<file path="config.mk">
export PLATFORM = sky130hd
export DESIGN_NAME = rsws_pcg
export DESIGN_NICKNAME = d
export VERILOG_FILES = /design/src/rtl/rsws_pkg.sv /design/src/rtl/rsws_pcg.sv
export SDC_FILE = /design/constraint.sdc
export NUM_CORES = 2
export LEC_CHECK = 0
export BUFFER_PORTS_ARGS = -buffer_cell sky130_fd_sc_hd__buf_2
export CORE_UTILIZATION = 45
export DETAILED_ROUTE_END_ITERATION = 10
export PLACE_DENSITY = 0.65
export SLEW_MARGIN = 5
export SYNTH_ARGS = -nofsm -noshare
export SYNTH_HDL_FRONTEND = slang
export SYNTH_SLANG_ARGS = --single-unit
</file>
<file path="constraint.sdc">
create_clock -name clk -period 12.9 [get_ports clk]
set_clock_uncertainty 0.1 [all_clocks]
set_input_delay 3.87 -clock clk [delete_from_list [all_inputs] [get_ports clk]]
set_output_delay 3.87 -clock clk [all_outputs]
set_load 0.1 [all_outputs]
</file>
<file path="src/rtl/rsws_pkg.sv">
// ----------------------------------------------------------------------------
// rsws_pkg
// Shared constants and types for the random sample without replacement block.
// ----------------------------------------------------------------------------
package rsws_pkg;

  // store geometry
  localparam int MAX_CELLS = 1024;
  localparam int CELL_W    = $clog2(MAX_CELLS);
  localparam int CNT_W     = CELL_W + 1;
  localparam int TAG_W     = 8;
  localparam int ENTRY_W   = TAG_W + CELL_W;

  // field widths
  localparam int INDEX_W   = 10;
  localparam int CFG_W     = 11;
  localparam int SEED_W    = 64;
  localparam int CFG_ADDR_W = 2;

  // generator constants
  localparam logic [63:0] PCG_MULT = 64'h5851_F42D_4C95_7F2D;
  localparam logic [63:0] PCG_INC  = 64'd1;

  // register indexes
  localparam logic [CFG_ADDR_W-1:0] CFG_CELL_COUNT = 2'd0;
  localparam logic [CFG_ADDR_W-1:0] CFG_DRAW_LIMIT = 2'd1;
  localparam logic [CFG_ADDR_W-1:0] CFG_SEED       = 2'd2;

  typedef logic [CELL_W-1:0] cell_t;
  typedef logic [CNT_W-1:0]  cnt_t;
  typedef logic [TAG_W-1:0]  tag_t;

endpackage

</file>
<file path="src/rtl/rsws_pcg.sv">
// ----------------------------------------------------------------------------
// rsws_pcg
// PCG32 generator state with a multi-cycle LCG step on one 32x32 multiplier.
// ----------------------------------------------------------------------------
module rsws_pcg (
  input  logic                      clk,
  input  logic                      rst,
  input  logic                      load,
  input  logic [rsws_pkg::SEED_W-1:0] seed,
  input  logic                      step,
  output logic                      done,
  output logic [31:0]               rnd
);
  import rsws_pkg::*;

  logic [63:0] st;
  logic [63:0] prod;
  logic [31:0] lo;
  logic [31:0] hi;
  logic [2:0]  phase;
  logic        busy;
  logic [31:0] ma;
  logic [31:0] mb;
  logic [31:0] mixed;
  logic [4:0]  rot;

  // xsh-rr output from the current state
  always_comb begin
    mixed = 32'(((st >> 18) ^ st) >> 27);
    rot   = st[63:59];
    rnd   = (mixed >> rot) | (mixed << ((5'd0 - rot) & 5'd31));
  end

  // multiplier operand select per phase
  always_comb begin
    unique case (phase)
      3'd0:    begin ma = st[31:0];  mb = PCG_MULT[31:0];  end
      3'd1:    begin ma = st[31:0];  mb = PCG_MULT[63:32]; end
      default: begin ma = st[63:32]; mb = PCG_MULT[31:0];  end
    endcase
  end

  always_ff @(posedge clk) begin
    prod <= ma * mb;
  end

  // step sequencer: low product, two cross products, then increment
  always_ff @(posedge clk) begin
    if (rst) begin
      st    <= '0;
      busy  <= 1'b0;
      phase <= '0;
      done  <= 1'b0;
    end else begin
      done <= 1'b0;
      if (load) begin
        st <= seed;
      end
      if (!busy) begin
        if (step) begin
          busy  <= 1'b1;
          phase <= 3'd1;
        end
      end else begin
        unique case (phase)
          3'd1: begin
            lo    <= prod[31:0];
            hi    <= prod[63:32];
            phase <= 3'd2;
          end
          3'd2: begin
            hi    <= hi + prod[31:0];
            phase <= 3'd3;
          end
          3'd3: begin
            hi    <= hi + prod[31:0];
            phase <= 3'd4;
          end
          default: begin
            st    <= {hi, lo} + PCG_INC;
            busy  <= 1'b0;
            phase <= 3'd0;
            done  <= 1'b1;
          end
        endcase
      end
    end
  end

endmodule

</file>
==> results.json <==
{
  "status": "finished, final reports clean",
  "tns_ps": 0,
  "track_usage_pct": 29.41,
  "portBuffers": 100,
  "worst_slack_ps": 2470,
  "finalSetupViolCount": 0,
  "rsz0062_at_grt": "false",
  "fin_cells": 4994,
  "netlist_area_um2": 35610,
  "dpl.hpwl_mm": 98.72,
  "clock.fmax_mhz": 95.88,
  "synthCells": 3908,
  "crit_required_ps": 13140,
  "crit_type": "flop to flop",
  "hp-class": "flop to flop",
  "rows": 102,
  "fin_crit_ps": 10430,
  "seq_area_frac_synth_pct": 12.87,
  "synth-edff-count": 64,
  "hold_viol": 0,
  "layout-drive-gt1-share_pct": 6.324,
  "gp_congestion": 0.9623,
  "hold_buffers": 0,
  "wl_per_cell_um": 23.28,
  "synth.distinct_cells": 90,
  "yosysWarnings": 0,
  "antenna_found_initial": 2,
  "critPathMaxFanout": 33,
  "drtIter0Drc": 2416,
  "die_area_um2": 80260,
  "cp_common_cell": "fa_1",
  "first_pass_iters": 7,
  "nets": 4995,
  "io_pins": 101,
  "cts_tree": "done",
  "max_stage_delay_ps": 1070,
  "synth_seq_cells": 197,
  "cap_viol_max_count": 0,
  "wirelength_mm": 116.3,
  "holdCritStartpoint": "prod[0]$_DFF_P_",
  "htree_levels": 4,
  "synth.largest_area_cell": "fa_1",
  "critical_path_arrival_ps": 10670,
  "ys.flop_type": "dfxtp_1",
  "finalCoreUtilization_pct": 48.67,
  "slowest_stage": "mux2i_1",
  "start_kind": "flop",
  "coreArea_um2": 77850,
  "clock-sinks": 197,
  "fill_cells": 7454,
  "dieWidth_um": 283.3,
  "finalCritPeriodShare_pct": 80.85,
  "ys_async_sr_fraction_pct": 0,
  "dp.cells": 4961,
  "syn_area_per_cell_um2": 9.112,
  "vias": 27860,
  "clk_pin_slew_worst_paths_ps": 80,
  "tightestPinTransition_ps": 1262,
  "slew_violations": 0,
  "root_buffer": "clkbuf_16",
  "cts_buffers": 17,
  "die_height_um": 283.3,
  "ff_latch_area_um2": 4586,
  "initial_core_util_pct": 45.74,
  "slew-limit-headroom_pct": 13.48,
  "drtAntennaViolNets": 0,
  "place_ws_ps": 2666,
  "ctsResizeCount": 0,
  "grt_max_degree": 68,
  "end_kind": "flop",
  "ys_top_cells_by_area": "fa_1 30%, ha_1 16%, inv_1 8.1%, dfxtp_1 7.5%, edfxtp_1 5.4%",
  "viasPerCell": 5.578,
  "grt-ovfl-total": 0,
  "yosysTopAreaCellShare_pct": 30.13,
  "clk_path_buf_depth": 2,
  "drc": 0,
  "grt_pass1_vias": 28800,
  "reg2reg_from": "phase[1]$_SDFFE_PP0P_",
  "area_growth_pct": 6.398,
  "cp-startpoint": "phase[1]$_SDFFE_PP0P_",
  "clk_latency_ps": 470,
  "cts_setup_buffers": 0,
  "grt_pass1_wl_mm": 178.0,
  "multi_input_area_um2": 27650
}
-- flip-flops by register name, indices dropped and copies added (netlist names) --
name and flops:
prod 64, st 64, hi 32, lo 32
phase 3, busy 1, done 1
-- worst max-delay path: cells and delay by family (launching register included) --
family | cells | cell delay [ps]
flops | 1 | 380
simple gates | 3 | 1020
mux | 1 | 1070
buf+inv | 8 | 1500
compound gates | 7 | 1660
fa+ha+maj | 9 | 4550
-- through the flow --
stage / hold slack [ps] / area (µm²)
finish: 415.1 / 37890
global route: 422.8 / 37890
CTS: 415.0 / 37890
detailed placement: 393.0 / 37270
global placement: 386.2 / 37270
floorplan: 314.8 / 35720
-- synthesized netlist by cell type (51+ instances only) --
master	count
xor2_1	73
clkbuf_1	118
a211oi_1	53
o21ai_0	158
a21oi_1	168
dfxtp_1	133
edfxtp_1	64
inv_1	771
fa_1	536
nor2_1	293
xnor2_1	123
nand3_1	51
a21o_1	53
mux2i_1	143
ha_1	451
nand2_1	264
-- cells in the final DEF (no fill, tap or decap), types with 16 or more instances in the layout --
cell type  instances
o21bai_1          19
a21oi_1          167
and2_1            16
xor2_1            72
a211oi_1          53
o21ai_0          158
inv_1            771
a21o_1            53
nor2_1           291
nor3_1            42
buf_4             42
nand2_1          263
o22ai_1           21
mux2i_1          140
nand3_1           50
edfxtp_1          64
buf_2             99
fa_1             536
and3_1            26
dfxtp_1          132
conb_1            31
mux2_2            19
clkbuf_16         17
xnor2_1          122
o211ai_1          20
ha_1             451
nand4_1           32
o221ai_1          17
nor2b_1           19
-- worst paths after layout --
path	cells after the start	endpoint	slack, ps
worst max register to register	28	prod[61]$_DFF_P_	2470
worst min-delay path	0	lo[0]$_DFFE_PP_	420
worst max-delay path	28	prod[61]$_DFF_P_	2470
worst min register to register	0	lo[0]$_DFFE_PP_	420
-- cell type report --
class,instances,share of cell area (%)
clock buffers,18,1.159
well taps,1040,3.434
multi-input cells,2804,72.98
clock inverters,14,0.4557
repair buffers,141,2.140
flip-flops and latches,197,12.10
diodes,1,0.006605
inverters,779,7.717
-- logic make-up (layout without fill, tap and decap cells) --
kind of cell    count (synthesis)  in the layout  share of synthesized area (%)
compound gates                613            613                          10.94
xor+xnor                      196            196                          4.821
fa+ha+maj                     987            987                          45.98
buf+inv                       936            952                          9.940
flops                         197            197                          12.87
mux                           169            169                          5.063
other cells                     2             32                        0.02109
simple gates                  808            808                          10.36
-- metal layers --
metal / wire (µm) / global-route usage (%)
met5: 0 / 0
met2: 52680 / 47.15
met1: 50030 / 39.73
met3: 7526 / 3.905
met4: 6046 / 12.88
Power is left out: the tool's default activity adds up to more than one toggle a clock period on the data nets, which glitch-free logic cannot reach.
