$ cat src/rtl/rsws_pkg.sv
// ----------------------------------------------------------------------------
// rsws_pkg
// Shared constants and types for the random sample without replacement block.
// ----------------------------------------------------------------------------
package rsws_pkg;

  // store geometry
  localparam int MAX_CELLS = 1024;
  localparam int CELL_W    = $clog2(MAX_CELLS);
  localparam int CNT_W     = CELL_W + 1;
  localparam int TAG_W     = 8;
  localparam int ENTRY_W   = TAG_W + CELL_W;

  // field widths
  localparam int INDEX_W   = 10;
  localparam int CFG_W     = 11;
  localparam int SEED_W    = 64;
  localparam int CFG_ADDR_W = 2;

  // generator constants
  localparam logic [63:0] PCG_MULT = 64'h5851_F42D_4C95_7F2D;
  localparam logic [63:0] PCG_INC  = 64'd1;

  // register indexes
  localparam logic [CFG_ADDR_W-1:0] CFG_CELL_COUNT = 2'd0;
  localparam logic [CFG_ADDR_W-1:0] CFG_DRAW_LIMIT = 2'd1;
  localparam logic [CFG_ADDR_W-1:0] CFG_SEED       = 2'd2;

  typedef logic [CELL_W-1:0] cell_t;
  typedef logic [CNT_W-1:0]  cnt_t;
  typedef logic [TAG_W-1:0]  tag_t;

endpackage

$ cat src/rtl/rsws_mod.sv
// ----------------------------------------------------------------------------
// rsws_mod
// Bit-serial 32-bit remainder by an 11-bit divisor, one bit per cycle.
// ----------------------------------------------------------------------------
module rsws_mod (
  input  logic                     clk,
  input  logic                     rst,
  input  logic                     start,
  input  logic [31:0]              dividend,
  input  logic [rsws_pkg::CNT_W-1:0] divisor,
  output logic                     done,
  output logic [rsws_pkg::CNT_W-1:0] rem
);
  import rsws_pkg::*;

  logic [31:0]    dd;
  logic [CNT_W-1:0] dv;
  logic [5:0]     cnt;
  logic           busy;
  logic [CNT_W:0] trial;

  assign trial = {rem, dd[31]};

  // restoring remainder loop
  always_ff @(posedge clk) begin
    if (rst) begin
      busy <= 1'b0;
      done <= 1'b0;
      cnt  <= '0;
    end else begin
      done <= 1'b0;
      if (start && !busy) begin
        busy <= 1'b1;
        dd   <= dividend;
        dv   <= divisor;
        rem  <= '0;
        cnt  <= 6'd32;
      end else if (busy) begin
        if (trial >= {1'b0, dv}) begin
          rem <= CNT_W'(trial - {1'b0, dv});
        end else begin
          rem <= CNT_W'(trial);
        end
        dd  <= dd << 1;
        cnt <= cnt - 6'd1;
        if (cnt == 6'd1) begin
          busy <= 1'b0;
          done <= 1'b1;
        end
      end
    end
  end

endmodule
$ cat config.mk
export PLATFORM = sky130hd
export DESIGN_NAME = rsws_mod
export DESIGN_NICKNAME = d
export VERILOG_FILES = /design/src/rtl/rsws_pkg.sv /design/src/rtl/rsws_mod.sv
export SDC_FILE = /design/constraint.sdc
export NUM_CORES = 1
export LEC_CHECK = 0
export ABC_AREA = 1
export ABC_CLOCK_PERIOD_IN_PS = 2900
export BUFFER_PORTS_ARGS = -buffer_cell sky130_fd_sc_hd__buf_2
export CORE_ASPECT_RATIO = 0.6
export CORE_MARGIN = 2
export CORE_UTILIZATION = 30
export CTS_BUF_LIST = sky130_fd_sc_hd__clkbuf_8
export CTS_CLUSTER_DIAMETER = 30
export DETAILED_ROUTE_END_ITERATION = 12
export GPL_TIMING_DRIVEN = 0
export PLACE_DENSITY = 0.5
export SETUP_SLACK_MARGIN = 0.02
export SLEW_MARGIN = 0
export SYNTH_ARGS = -nofsm -noshare
export SYNTH_HDL_FRONTEND = slang
export SYNTH_SLANG_ARGS = --single-unit
export TNS_END_PERCENT = 10
$ cat constraint.sdc
create_clock -name clk -period 2.9 [get_ports clk]
set_clock_uncertainty 0.05 [all_clocks]
set_input_delay 0 -clock clk [delete_from_list [all_inputs] [get_ports clk]]
set_output_delay 0 -clock clk [all_outputs]
set_load 0.05 [all_outputs]
==> run summary <==
The flow ran to the end, and the final reports show no timing, DRC or antenna violations. For the final routed database, the setup TNS stands at 0 ns. The logs give 29.9% for the share of power burned in combinational logic and 30.7% for the initial standard-cell utilization of the core. The routed via count divided by cell count came out at 4.25. The number of buffers and inverters on the critical path is 2.

For the static leakage, the log shows 0.00196 uW. Pin placement for this block handled 58 I/O pins. At the worst endpoint, the required time is 2.95 ns. Clock latency on the worst-skew pair, taken at its later pin, is 0.35 ns. After detailed routing, the average wire length per cell comes to 12.6 um. The post-cts sizing count was 0.

Dividing the final minimum period by the clock period gives 77.3%. The tools report the master cell of the clock root buffer as clkbuf_8. Final layout net count: 491.

After detailed routing, the number of remaining DRC violations is 0. The internal power component is 1810 uW, and the unique cell type count in the Yosys netlist is 28. The core region is 0.0106 sq mm. In the global route stage, overall resource usage came out at 13.3%. The tools report the via count of the first global-routing pass as 2316. From left edge to right edge, the die measures 138 um. The port buffer count is 57. For met3 alone, demand over resource in global routing was 4.85%. Sequential cells account for 42.7% of the total power. Headroom to the max-slew limit came out at 20.3%. The slew at the pin closest to its max-slew limit was 1.19 ns.

Walking the worst path, the cells encountered are ha_1, fa_1, inv_1, nand2_1, nand2_1, nand2_2, nand2_2, nand2_2, nand3_4, buf_6, nand2_1, nand2_1, nor2_1. Routability-driven placement congestion ratio: 0.832. The share of total power in the clock network came out at 27.5%. The number of max-cap violations is 0. Of the synthesized area, sequential elements account for 54.9%. The tools report the number of design-rule violations left by the first detailed-router iteration as 128.

The delay of the slowest cell on the worst path is 0.40 ns, and the power density over cell area is 623 mW/mm^2. Counting the fill cells in the layout gives 1052. The worst setup path is of the reg -> reg kind. The startpoint type of the worst setup path was a flop. The clock-pin slew on the worst setup and hold paths is 0.08 ns. Hold timing on the final database bottoms out at a slack of 0.200 ns. The HPWL after detailed placement is 5080 um. Entering global routing, the biggest net connects 34 pins. The tools report the met2 usage in global routing as 17.7%.

The final critical delay including setup and external delays is 2.24 ns. The number of antenna diodes in the final layout is 0. The final layout contains routed wiring with a total length of 7270 um. TritonCTS built the clock tree. The average cell area after synthesis works out to 10.2 sq um.

The tools report the net switching power of the design as 901 uW. The min-delay analysis places its worst path in the category in -> reg. In this run the most used layer during global routing was met1.

The logs give 0 for the number of buffers added for setup after CTS and 2441 for the via total after detailed routing. The number of enable-type register cells in the synthesized netlist is 54, and the final number of setup-violating endpoints is 0. The global-route wire length before repair is 11800 um. Global routing consumed, on the met1 layer, 19.7% of the routing resources. For this run, the top clock speed supported by timing is 0.446 GHz.

The first TritonRoute pass finished after 4 iterations. The element type at the critical path end is a flop. The count of final hold-check violations is 0, and the critical path data arrival time is 2.29 ns.

In this run, post-CTS hold repair placed 44 buffers. Setup repair after global routing left no endpoint under its margin. The number of buffers on the longest clock path is 2, and the number of nets in the synthesized netlist is 378.

In this run the remaining antenna-violating nets after routing total 0. Among cell families on the critical path, the largest total delay comes from simple AND/OR/NAND/NOR gates. The post-synthesis instance area is 0.00324 sq mm, and the area of the die is 0.0117 sq mm.

Cells with a size suffix above 1 make up 28.4% of the layout. Across the VDD grid, the largest voltage drop is 0.000213 V. The largest fanout on the critical path was 10; the switching power as a share of total power was 33.2%. For the number of synthesis warnings, the log shows 0. Among all flip-flop cells after synthesis, the most frequent one is edfxtp_1. In the synthesized netlist the async set-or-reset flop fraction comes to 0%.

The tools report the number of antenna violations at the first check in global routing as 0. Cell type of the slowest stage on the worst timing path: edfxtp_1. Relative to the synthesized area, the layout overhead comes to 34.2%. Number of rows created at floorplan: 29. The cell repeated most along the worst path is nand2_1. The run gives 318 as the synthesized instance count. Clock tree synthesis found a total of 62 sinks.

The die is 84.6 um tall. The number of pins with negative max-slew slack in the final report is 0. For the leftover overflow at the end of global routing, the log shows 0. The H-tree was split into 3 levels. The flip-flop and latch count after synthesis works out to 62. Counting the buffers created by CTS gives 9.
==> through the flow <==
stage                     power [uW]  std cells  worst slack [ns]  instance area (sq um)  utilization (%)
final                           2710        575             0.657                   4360             41.2
after global routing            2890        575             0.454                   4360             41.2
after CTS                       2750        575             0.540                   4360             41.2
after detailed placement        1940        515             0.541                   3730             35.3
after global placement          1930        514             0.414                   3700             35.1
after floorplan                 1750        318             0.612                   3240                -
==> worst paths after layout <==
check             depth (start not counted)              endpoint           startpoint  slack [ns]
setup / recovery                         13  rem[2]$_SDFFCE_PP0P_      dv[0]$_DFFE_PP_        0.66
hold / removal                            3      dd[30]$_DFFE_PP_                start        0.20
setup reg to reg                         13  rem[2]$_SDFFCE_PP0P_      dv[0]$_DFFE_PP_        0.66
hold reg to reg                           2   cnt[1]$_SDFFE_PP0P_  cnt[1]$_SDFFE_PP0P_        0.44
==> cell families (layout without fill, tap and decap cells) <==
kind of cell | Yosys count | count (layout) | synth area share, %
mux | 31 | 31 | 10.8
simple gates | 132 | 132 | 17.4
buf+inv | 56 | 174 | 6.94
xor+xnor | 6 | 6 | 1.62
flops | 62 | 62 | 54.9
fa+ha+maj | 14 | 14 | 5.63
compound gates | 17 | 17 | 2.78
==> worst register-to-register path, stage by stage, from the launching register on <==
cell,delay (ns)
edfxtp_1,0.40
ha_1,0.24
fa_1,0.40
inv_1,0.09
nand2_1,0.05
nand2_1,0.11
nand2_2,0.09
nand2_2,0.07
nand2_2,0.09
nand3_4,0.09
buf_6,0.16
nand2_1,0.06
nand2_1,0.05
nor2_1,0.04
==> state kept, by name, indices dropped and copies added, names as in the netlist <==
register  cells
cnt           6
done          1
rem          11
dd           32
busy          1
dv           11
==> cells in the final DEF, fill, tap and decap left out, drive strengths merged, types with 6 or more instances in the layout <==
cell         instances
o21ai                9
buf                 63
inv                 51
nand4                6
dlygate4sd3         44
mux2                31
edfxtp              54
nand2               70
dfxtp                8
nor2                39
nand3               12
clkbuf               9
ha                  13
==> Yosys cell counts (2+ instances only) <==
cell	count	share of area (%)
nand2_1	66	7.6
edfxtp_1	54	50
inv_1	46	5.3
nor2_1	38	4.4
mux2_2	31	11
ha_1	13	5.0
nand3_1	11	1.7
dfxtp_1	8	4.9
o21ai_1	8	1.2
nand4_1	6	1.2
a21oi_1	5	0.77
inv_2	5	0.58
nand2_2	4	0.77
xor2_1	4	1.1
buf_2	3	0.46
a31oi_1	2	0.39
nor3_1	2	0.31
xnor2_1	2	0.54
==> cell type report <==
type | instances | area, sq um | share of cell area, %
Buffer | 5 | 33.8 | 0.776
Clock buffer | 9 | 124 | 2.84
Clock inverter | 7 | 65.1 | 1.49
Inverter | 51 | 191 | 4.40
Multi-Input combinational cell | 200 | 1240 | 28.5
Sequential cell | 62 | 1780 | 40.9
Tap cell | 139 | 174 | 3.99
Timing Repair Buffer | 102 | 746 | 17.1
==> per-layer routing <==
layer	vias to the layer above	share of wire (%)
met1	1099	54
met4	0	0.95
met2	54	40
met3	6	5.3
met5	-	0
li1	1282	-
==> power groups by stage <==
stage	logic [uW]	clock network [uW]	registers [uW]
2_1_floorplan	472	0	1270
3_3_place_gp	756	0	1180
3_5_place_dp	765	0	1180
4_1_cts	819	775	1160
5_1_grt	912	805	1170
6_report	811	745	1160
Power figures use the tool's default switching activity.
