`src/rtl/rsws_ram.sv`:
```
// ----------------------------------------------------------------------------
// rsws_ram
// Generic single-write, single-read RAM with registered read data.
// ----------------------------------------------------------------------------
module rsws_ram #(
  parameter int WIDTH = 8,
  parameter int DEPTH = 16
) (
  input  logic                     clk,
  input  logic                     we,
  input  logic [$clog2(DEPTH)-1:0] waddr,
  input  logic [WIDTH-1:0]         wdata,
  input  logic [$clog2(DEPTH)-1:0] raddr,
  output logic [WIDTH-1:0]         rdata
);

  logic [WIDTH-1:0] mem [DEPTH];

  // write port and registered read
  always_ff @(posedge clk) begin
    if (we) begin
      mem[waddr] <= wdata;
    end
    rdata <= mem[raddr];
  end

endmodule

```
`config.mk`:
```
export PLATFORM = sky130hd
export DESIGN_NAME = rsws_ram
export DESIGN_NICKNAME = d
export VERILOG_FILES = /design/src/rtl/rsws_ram.sv
export SDC_FILE = /design/constraint.sdc
export NUM_CORES = 1
export LEC_CHECK = 0
export ABC_AREA = 1
export BUFFER_PORTS_ARGS = -buffer_cell sky130_fd_sc_hd__buf_2
export CORE_MARGIN = 10
export CORE_UTILIZATION = 40
export CTS_CLUSTER_SIZE = 16
export DETAILED_ROUTE_END_ITERATION = 6
export HOLD_SLACK_MARGIN = 0.15
export PLACE_DENSITY = 0.57
export SYNTH_ARGS = -nofsm -noshare
export SYNTH_HDL_FRONTEND = slang
export SYNTH_SLANG_ARGS = --single-unit
```
`constraint.sdc`:
```
create_clock -name clk -period 1.44 [get_ports clk]
set_input_delay 0.072 -clock clk [delete_from_list [all_inputs] [get_ports clk]]
set_output_delay 0.072 -clock clk [all_outputs]
set_load 0.1 [all_outputs]
```
==> out/summary.txt, run 1 <==
SYNTH
--------------------------------------------------------------------------------
Average instance area after synthesis                                  10.5 um^2
Post-synthesis sequential area ratio                                       69.4%
Net count of the mapped netlist                                              569
Yosys reg bits                                                               136
Post-Syn Instances                                                           551
Synth warnings                                                                 0
Number of distinct library cells after synthesis                              12
Cell area after synthesis                                           0.00577 mm^2

FINAL LAYOUT
--------------------------------------------------------------------------------
Utilization after layout                                                   49.2%
Fraction of layout instances using a drive strength above 1                12.2%
Layout overhead on the synthesized area                                    19.3%
Diode insertion count for antenna repair                                       0
Most frequent cells in the layout                                   sky130_fd_sc_hd__nand2_1, sky130_fd_sc_hd__edfxtp_1, sky130_fd_sc_hd__inv_1, sky130_fd_sc_hd__nand3_1, sky130_fd_sc_hd__buf_2
Final nets                                                                   620
Filler cell count                                                           1284
Most common cell after layout, fill and taps aside                  sky130_fd_sc_hd__nand2_1

GRT
--------------------------------------------------------------------------------
Number of antenna violations at the first check in global routing              0
Maximum number of pins on one net before global-route repair                  65
Remaining global-route overflow                                                0
Wire length of the first global-routing pass                             20.9 mm
Global routing usage summed across all routing layers                      13.9%
Number of global-route vias before repair                                   3693

CTS
--------------------------------------------------------------------------------
CTS HTree Levels                                                               4
Clock Sinks                                                                  136
Max Buffers Root-to-Sink                                                       2
Root Buffer                                                         sky130_fd_sc_hd__clkbuf_16
Total CTS buffers                                                             17
CTS clock-pin slew for the worst setup and hold paths                    0.06 ns
Worst-Skew Late Latency                                                  0.41 ns
Number of gates resized after CTS                                              0
CTS tree                                                                    done

TIMING
--------------------------------------------------------------------------------
Total Negative Setup Slacks                                                 0 ns
Worst hold slack after final layout                                     0.233 ns
Highest attainable clock frequency                                       773 MHz
Final hold viol count                                                          0
Setup repair after global routing missed its margin                           no
Relative slew slack                                                        57.6%
Worst-Margin Slew                                                       0.635 ns
Post-route clock period utilization                                        89.9%
Min cycle time layout                                                    1.29 ns
Setup-violating endpoint count in the final report                             0
Post-Route Skew                                                       0.00656 ns
Final number of max-transition violations                                      0

FLOORPLANNING
--------------------------------------------------------------------------------
Die Area                                                             0.0196 mm^2
Row count                                                                     43
IO Count                                                                      26
Starting density of the core                                               41.2%
Floorplan core area                                                  0.0140 mm^2
Floorplan die height                                                      140 um
Die outline width                                                         140 um

WORST SETUP PATH
--------------------------------------------------------------------------------
CP Data Required Time                                                    1.37 ns
Category of the worst setup path launch point                           register
Highest fanout seen on the critical path                                       1
CP arrival                                                               1.22 ns
Sequence of cells on the critical path                                     buf_2
CP max-delay cell                                                   sky130_fd_sc_hd__buf_2
Family with the most delay on the worst path                        buffers and inverters
Crit end category                                                    output port
Largest stage delay on the critical path                                 0.44 ns
Number of buffers and inverters on the critical path                           1
Worst Path Class, Setup                                             register to output port

MIN PATH
--------------------------------------------------------------------------------
Worst min-delay path class                                          input port to register

POWER AND IR DROP
--------------------------------------------------------------------------------
Max VDD drop                                                          0.000842 V
Leakage                                                                  2.99 nW
Overall power consumption                                                9.93 mW
Power density over cell area                                        1440 mW/mm^2

DRT
--------------------------------------------------------------------------------
Average routed wire per standard cell                                    16.9 um
Post-detailed-route via-to-cell ratio                                       4.80
Number of detailed-routing iterations run before antenna repair                5
Via count                                                                   3804
Post-DRT Antenna Nets                                                          0
Drt drc                                                                        0
WL final                                                                 13.4 mm
First-iteration detailed-routing DRC count                                   375

PLACEMENT
--------------------------------------------------------------------------------
Post-detail-place hpwl                                                   8.25 mm
Number of buffers inserted by port buffering                                  25
Gpl congestion                                                             0.837

FLOW RUN
--------------------------------------------------------------------------------
# Max-Cap Violations                                                           0

OUTCOME
--------------------------------------------------------------------------------
Run status                                                          finished clean

cell families (layout without fill, tap and decap cells):
family	count (synthesis)	count (layout)	synth area share, %
flip-flops	136	136	69.4
AND/OR/NAND/NOR	289	289	21.0
buffers and inverters	126	188	9.52
report_power, final:
group / total, mW / switching [mW] / internal [mW]
combinational: 0.752 / 0.570 / 0.183
clock: 4.72 / 1.51 / 3.21
sequential: 4.45 / 0.0256 / 4.43
worst min-delay path: stages:
cell	delay, ns
sky130_fd_sc_hd__buf_2	0.12
sky130_fd_sc_hd__buf_4	0.20
sky130_fd_sc_hd__nand3_1	0.10
sky130_fd_sc_hd__nand3_1	0.07
sky130_fd_sc_hd__nand2_1	0.05
per-layer routing:
metal	wire length [um]	global-route usage, %
met3	572	3.55
met2	6490	22.2
met4	287	5.76
met5	0	0
met1	6020	17.5
path summary, 6_finish.rpt:
path | start | end | slack (ns) | cells after the start
min reg2reg | mem[10][0]$_DFFE_PP_ | rdata[0]$_DFF_P_ | 0.68 | 6
max reg2reg | mem[7][1]$_DFFE_PP_ | rdata[1]$_DFF_P_ | 0.41 | 6
min | raddr[2] | rdata[0]$_DFF_P_ | 0.23 | 5
max | rdata[4]$_DFF_P_ | rdata[4] | 0.15 | 1
flip-flops by register name, indices dropped and copies added (netlist names):
register	count
mem	128
rdata	8
area by class of cell:
| class | count | area, um^2 | share of cell area (%) |
|---|---|---|---|
| Sequential cell | 136 | 4000 | 58.2 |
| Multi-Input combinational cell | 289 | 1210 | 17.6 |
| Clock buffer | 20 | 437 | 6.35 |
| Timing Repair Buffer | 56 | 418 | 6.07 |
| Inverter | 102 | 383 | 5.56 |
| Tap cell | 180 | 225 | 3.27 |
| Clock inverter | 10 | 201 | 2.93 |
synth_stat cells:
cell,count,area share [%]
sky130_fd_sc_hd__inv_2,2,0.13
sky130_fd_sc_hd__nor2_1,17,1.1
sky130_fd_sc_hd__buf_2,13,1.1
sky130_fd_sc_hd__nand2_1,173,11
sky130_fd_sc_hd__buf_1,1,0.065
sky130_fd_sc_hd__buf_4,4,0.52
sky130_fd_sc_hd__nand3b_1,2,0.26
sky130_fd_sc_hd__buf_6,6,1.2
sky130_fd_sc_hd__dfxtp_1,8,2.8
sky130_fd_sc_hd__edfxtp_1,128,67
sky130_fd_sc_hd__inv_1,100,6.5
sky130_fd_sc_hd__nand3_1,97,8.4
through the flow:
step                      instance area [um^2]  instances  worst slack (ns)
after global routing                      6880        793             0.123
after global placement                    6150        754             0.212
after detailed placement                  6150        754             0.180
final                                     6880        793             0.146
after CTS                                 6880        793             0.133
after floorplan                           5770        551             0.417
repair_timing:
| action | in CTS | in global routing |
|---|---|---|
| hold endpoints to repair | 136 | 0 |
| hold buffers | 9 | 0 |
| buffers inserted | 0 | 0 |
Note: power is estimated with default switching activity, not from simulation.
==> run 2, diff against run 1 <==
Settings changed: CELL_PAD_IN_SITES_DETAIL_PLACEMENT set to 1, CELL_PAD_IN_SITES_GLOBAL_PLACEMENT set to 1, CTS_BUF_LIST set to sky130_fd_sc_hd__clkbuf_8 sky130_fd_sc_hd__clkbuf_16, PLACE_DENSITY 0.57 to 0.68.
==> run 2 against run 1 <==
- combinational power up 4.3%
- sequential share of layout area down 0.063 points
- sequential cell count unchanged
- fmax down 3.1%
- cell area up 0.11%
- core utilization up 0.054 points
- non-clock buffer count up 4
- critical path type unchanged
==> out/summary.txt, run 2 (synthesized netlist as in run 1, its figures left out) <==
CTS
--------------------------------------------------------------------------------
CTS tree                                                                    done
Number of gates resized after CTS                                              0   unchanged
Root Buffer                                                         sky130_fd_sc_hd__clkbuf_16
Total CTS buffers                                                             17   unchanged
Max Buffers Root-to-Sink                                                       2   unchanged
Clock Sinks                                                                  136   unchanged
CTS HTree Levels                                                               4   unchanged
CTS clock-pin slew for the worst setup and hold paths                    0.06 ns   about the same
Worst-Skew Late Latency                                                  0.41 ns   about the same

WORST SETUP PATH
--------------------------------------------------------------------------------
Sequence of cells on the critical path                                     buf_2
Crit end category                                                    output port
R2R Setup Slk                                                            0.35 ns   -0.06 ns
Number of buffers and inverters on the critical path                           1   unchanged
Highest fanout seen on the critical path                                       1   unchanged
Category of the worst setup path launch point                           register
Family with the most delay on the worst path                        buffers and inverters
CP arrival                                                               1.26 ns   +0.04 ns
CP Data Required Time                                                    1.37 ns   about the same
CP max-delay cell                                                   sky130_fd_sc_hd__buf_2
Largest stage delay on the critical path                                 0.46 ns   +0.02 ns
Worst Path Class, Setup                                             register to output port

MIN PATH
--------------------------------------------------------------------------------
Worst min-delay path class                                          input port to register

OUTCOME
--------------------------------------------------------------------------------
Run status                                                          finished clean

TIMING
--------------------------------------------------------------------------------
Worst-Margin Slew                                                       0.503 ns   -0.133 ns
Highest attainable clock frequency                                       749 MHz   -3.1%
Relative slew slack                                                        66.7%   +9.1 points
Post-route clock period utilization                                        92.8%   +2.9 points
Post-Route Skew                                                       0.00837 ns   +0.00181 ns
Final number of max-transition violations                                      0   unchanged
Final hold viol count                                                          0   unchanged
Min cycle time layout                                                    1.34 ns   +0.0417 ns
Setup-violating endpoint count in the final report                             0   unchanged
Total Negative Setup Slacks                                                 0 ns   unchanged
Setup repair after global routing missed its margin                           no

DRT
--------------------------------------------------------------------------------
Via count                                                                   4002   +5.2%
Number of detailed-routing iterations run before antenna repair                4   -1
WL final                                                                 15.7 mm   +17%
Average routed wire per standard cell                                    19.6 um   +16%
Drt drc                                                                        0   unchanged
First-iteration detailed-routing DRC count                                   348   -7.2%
Post-DRT Antenna Nets                                                          0   unchanged
Post-detailed-route via-to-cell ratio                                       5.01   +4.4%

FINAL LAYOUT
--------------------------------------------------------------------------------
Flip-flop count of the largest register after layout                         128   unchanged
Layout overhead on the synthesized area                                    19.5%
Largest registers in the final layout                               mem x128, rdata x8
Register containing the most flip-flops in the final layout                  mem
Area taken by multi-input logic gates                               0.00121 mm^2   unchanged
Diode insertion count for antenna repair                                       0   unchanged
Most common cell after layout, fill and taps aside                  sky130_fd_sc_hd__nand2_1
Most frequent cells in the layout                                   sky130_fd_sc_hd__nand2_1, sky130_fd_sc_hd__edfxtp_1, sky130_fd_sc_hd__inv_1, sky130_fd_sc_hd__nand3_1, sky130_fd_sc_hd__buf_2
Fraction of layout instances using a drive strength above 1                13.4%   +1.2 points
Utilization after layout                                                   49.2%   +0.054 points
Sequential cell area                                                0.00400 mm^2   unchanged
Final nets                                                                   624   +0.65%
Final Instance Area                                                 0.00689 mm^2   +0.11%
Filler cell count                                                           1556   +21%

PLACEMENT
--------------------------------------------------------------------------------
Gpl congestion                                                             0.745   -11%
Post-detail-place hpwl                                                   9.99 mm   +21%
Number of buffers inserted by port buffering                                  25   unchanged
Cell area after placement                                           0.00617 mm^2   +0.28%

POWER AND IR DROP
--------------------------------------------------------------------------------
Net switching power                                                      2.15 mW   +2.4%
Internal power of the cells                                              7.59 mW   -2.9%
Sw Share                                                                   22.1%   +0.90 points
Clock network power share                                                  46.2%   -1.4 points
Sequential cell fraction of total power                                    45.8%   +0.9 points
Power density over cell area                                        1410 mW/mm^2   -1.9%
Max VDD drop                                                          0.000959 V   +14%
Part of the power in combinational logic                                    8.0%   +0.4 points
Leakage                                                                  3.01 nW   +0.83%
Overall power consumption                                                9.75 mW   -1.8%

FLOORPLANNING
--------------------------------------------------------------------------------
Floorplan die height                                                      140 um   unchanged
IO Count                                                                      26   unchanged
Starting density of the core                                               41.2%   unchanged
Die outline width                                                         140 um   unchanged
Row count                                                                     43   unchanged
Die Area                                                             0.0196 mm^2   unchanged
Floorplan core area                                                  0.0140 mm^2   unchanged

GRT
--------------------------------------------------------------------------------
Maximum number of pins on one net before global-route repair                  40   -38%
Global routing usage summed across all routing layers                      16.4%   +2.5 points
Number of global-route vias before repair                                   4275   +16%
Wire length of the first global-routing pass                             24.5 mm   +17%
Number of antenna violations at the first check in global routing              0   unchanged
Remaining global-route overflow                                                0   unchanged

FLOW RUN
--------------------------------------------------------------------------------
# Max-Cap Violations                                                           0   unchanged

==> run 2: per-stage QoR <==
step / cells / hold WS [ns] / setup slack, ns
floorplan: 551 / 0.171 / 0.417
global placement: 758 / 0.516 / 0.222
detailed placement: 758 / 0.519 / 0.202
CTS: 799 / 0.150 / 0.0770
global route: 799 / 0.195 / 0.0481
finish: 799 / 0.189 / 0.104
==> run 2: power by group through the flow <==
stage          sequential (mW)  clock, mW  combinational, mW
2_1_floorplan             4.72          0              0.312
3_3_place_gp              4.54          0              0.751
3_5_place_dp              4.54          0              0.768
4_1_cts                   4.46       4.59              0.794
5_1_grt                   4.47       4.76              0.853
6_report                  4.46       4.50              0.784
==> run 2: worst paths after layout <==
| path | from | endpoint | cells past startpoint |
|---|---|---|---|
| setup / recovery | rdata[4]$_DFF_P_ | rdata[4] | 1 |
| hold / removal | we | mem[1][7]$_DFFE_PP_ | 3 |
| setup reg to reg | mem[12][6]$_DFFE_PP_ | rdata[6]$_DFF_P_ | 6 |
| hold reg to reg | mem[11][7]$_DFFE_PP_ | rdata[7]$_DFF_P_ | 6 |
==> run 2: final cells by class <==
type	count	area share [%]
timing repair buffer	60	6.32
clock buffer	23	7.37
clock inverter	9	1.74
sequential	136	58.1
inverter	102	5.56
tap	180	3.27
multi-input combinational	289	17.6
==> run 2: layer usage <==
layer / routed length (um) / part of all wire, % / global-route usage [%]
met1: 6530 / 42 / 20.0
met2: 8020 / 51 / 27.8
met3: 927 / 5.9 / 4.02
met4: 189 / 1.2 / 5.33
met5: 0 / 0 / 0
==> run 2: what timing repair did <==
item / in CTS / in global routing
endpoints found under the hold margin: 129 / 0
setup buffers: 0 / 0
hold buffers: 9 / 0
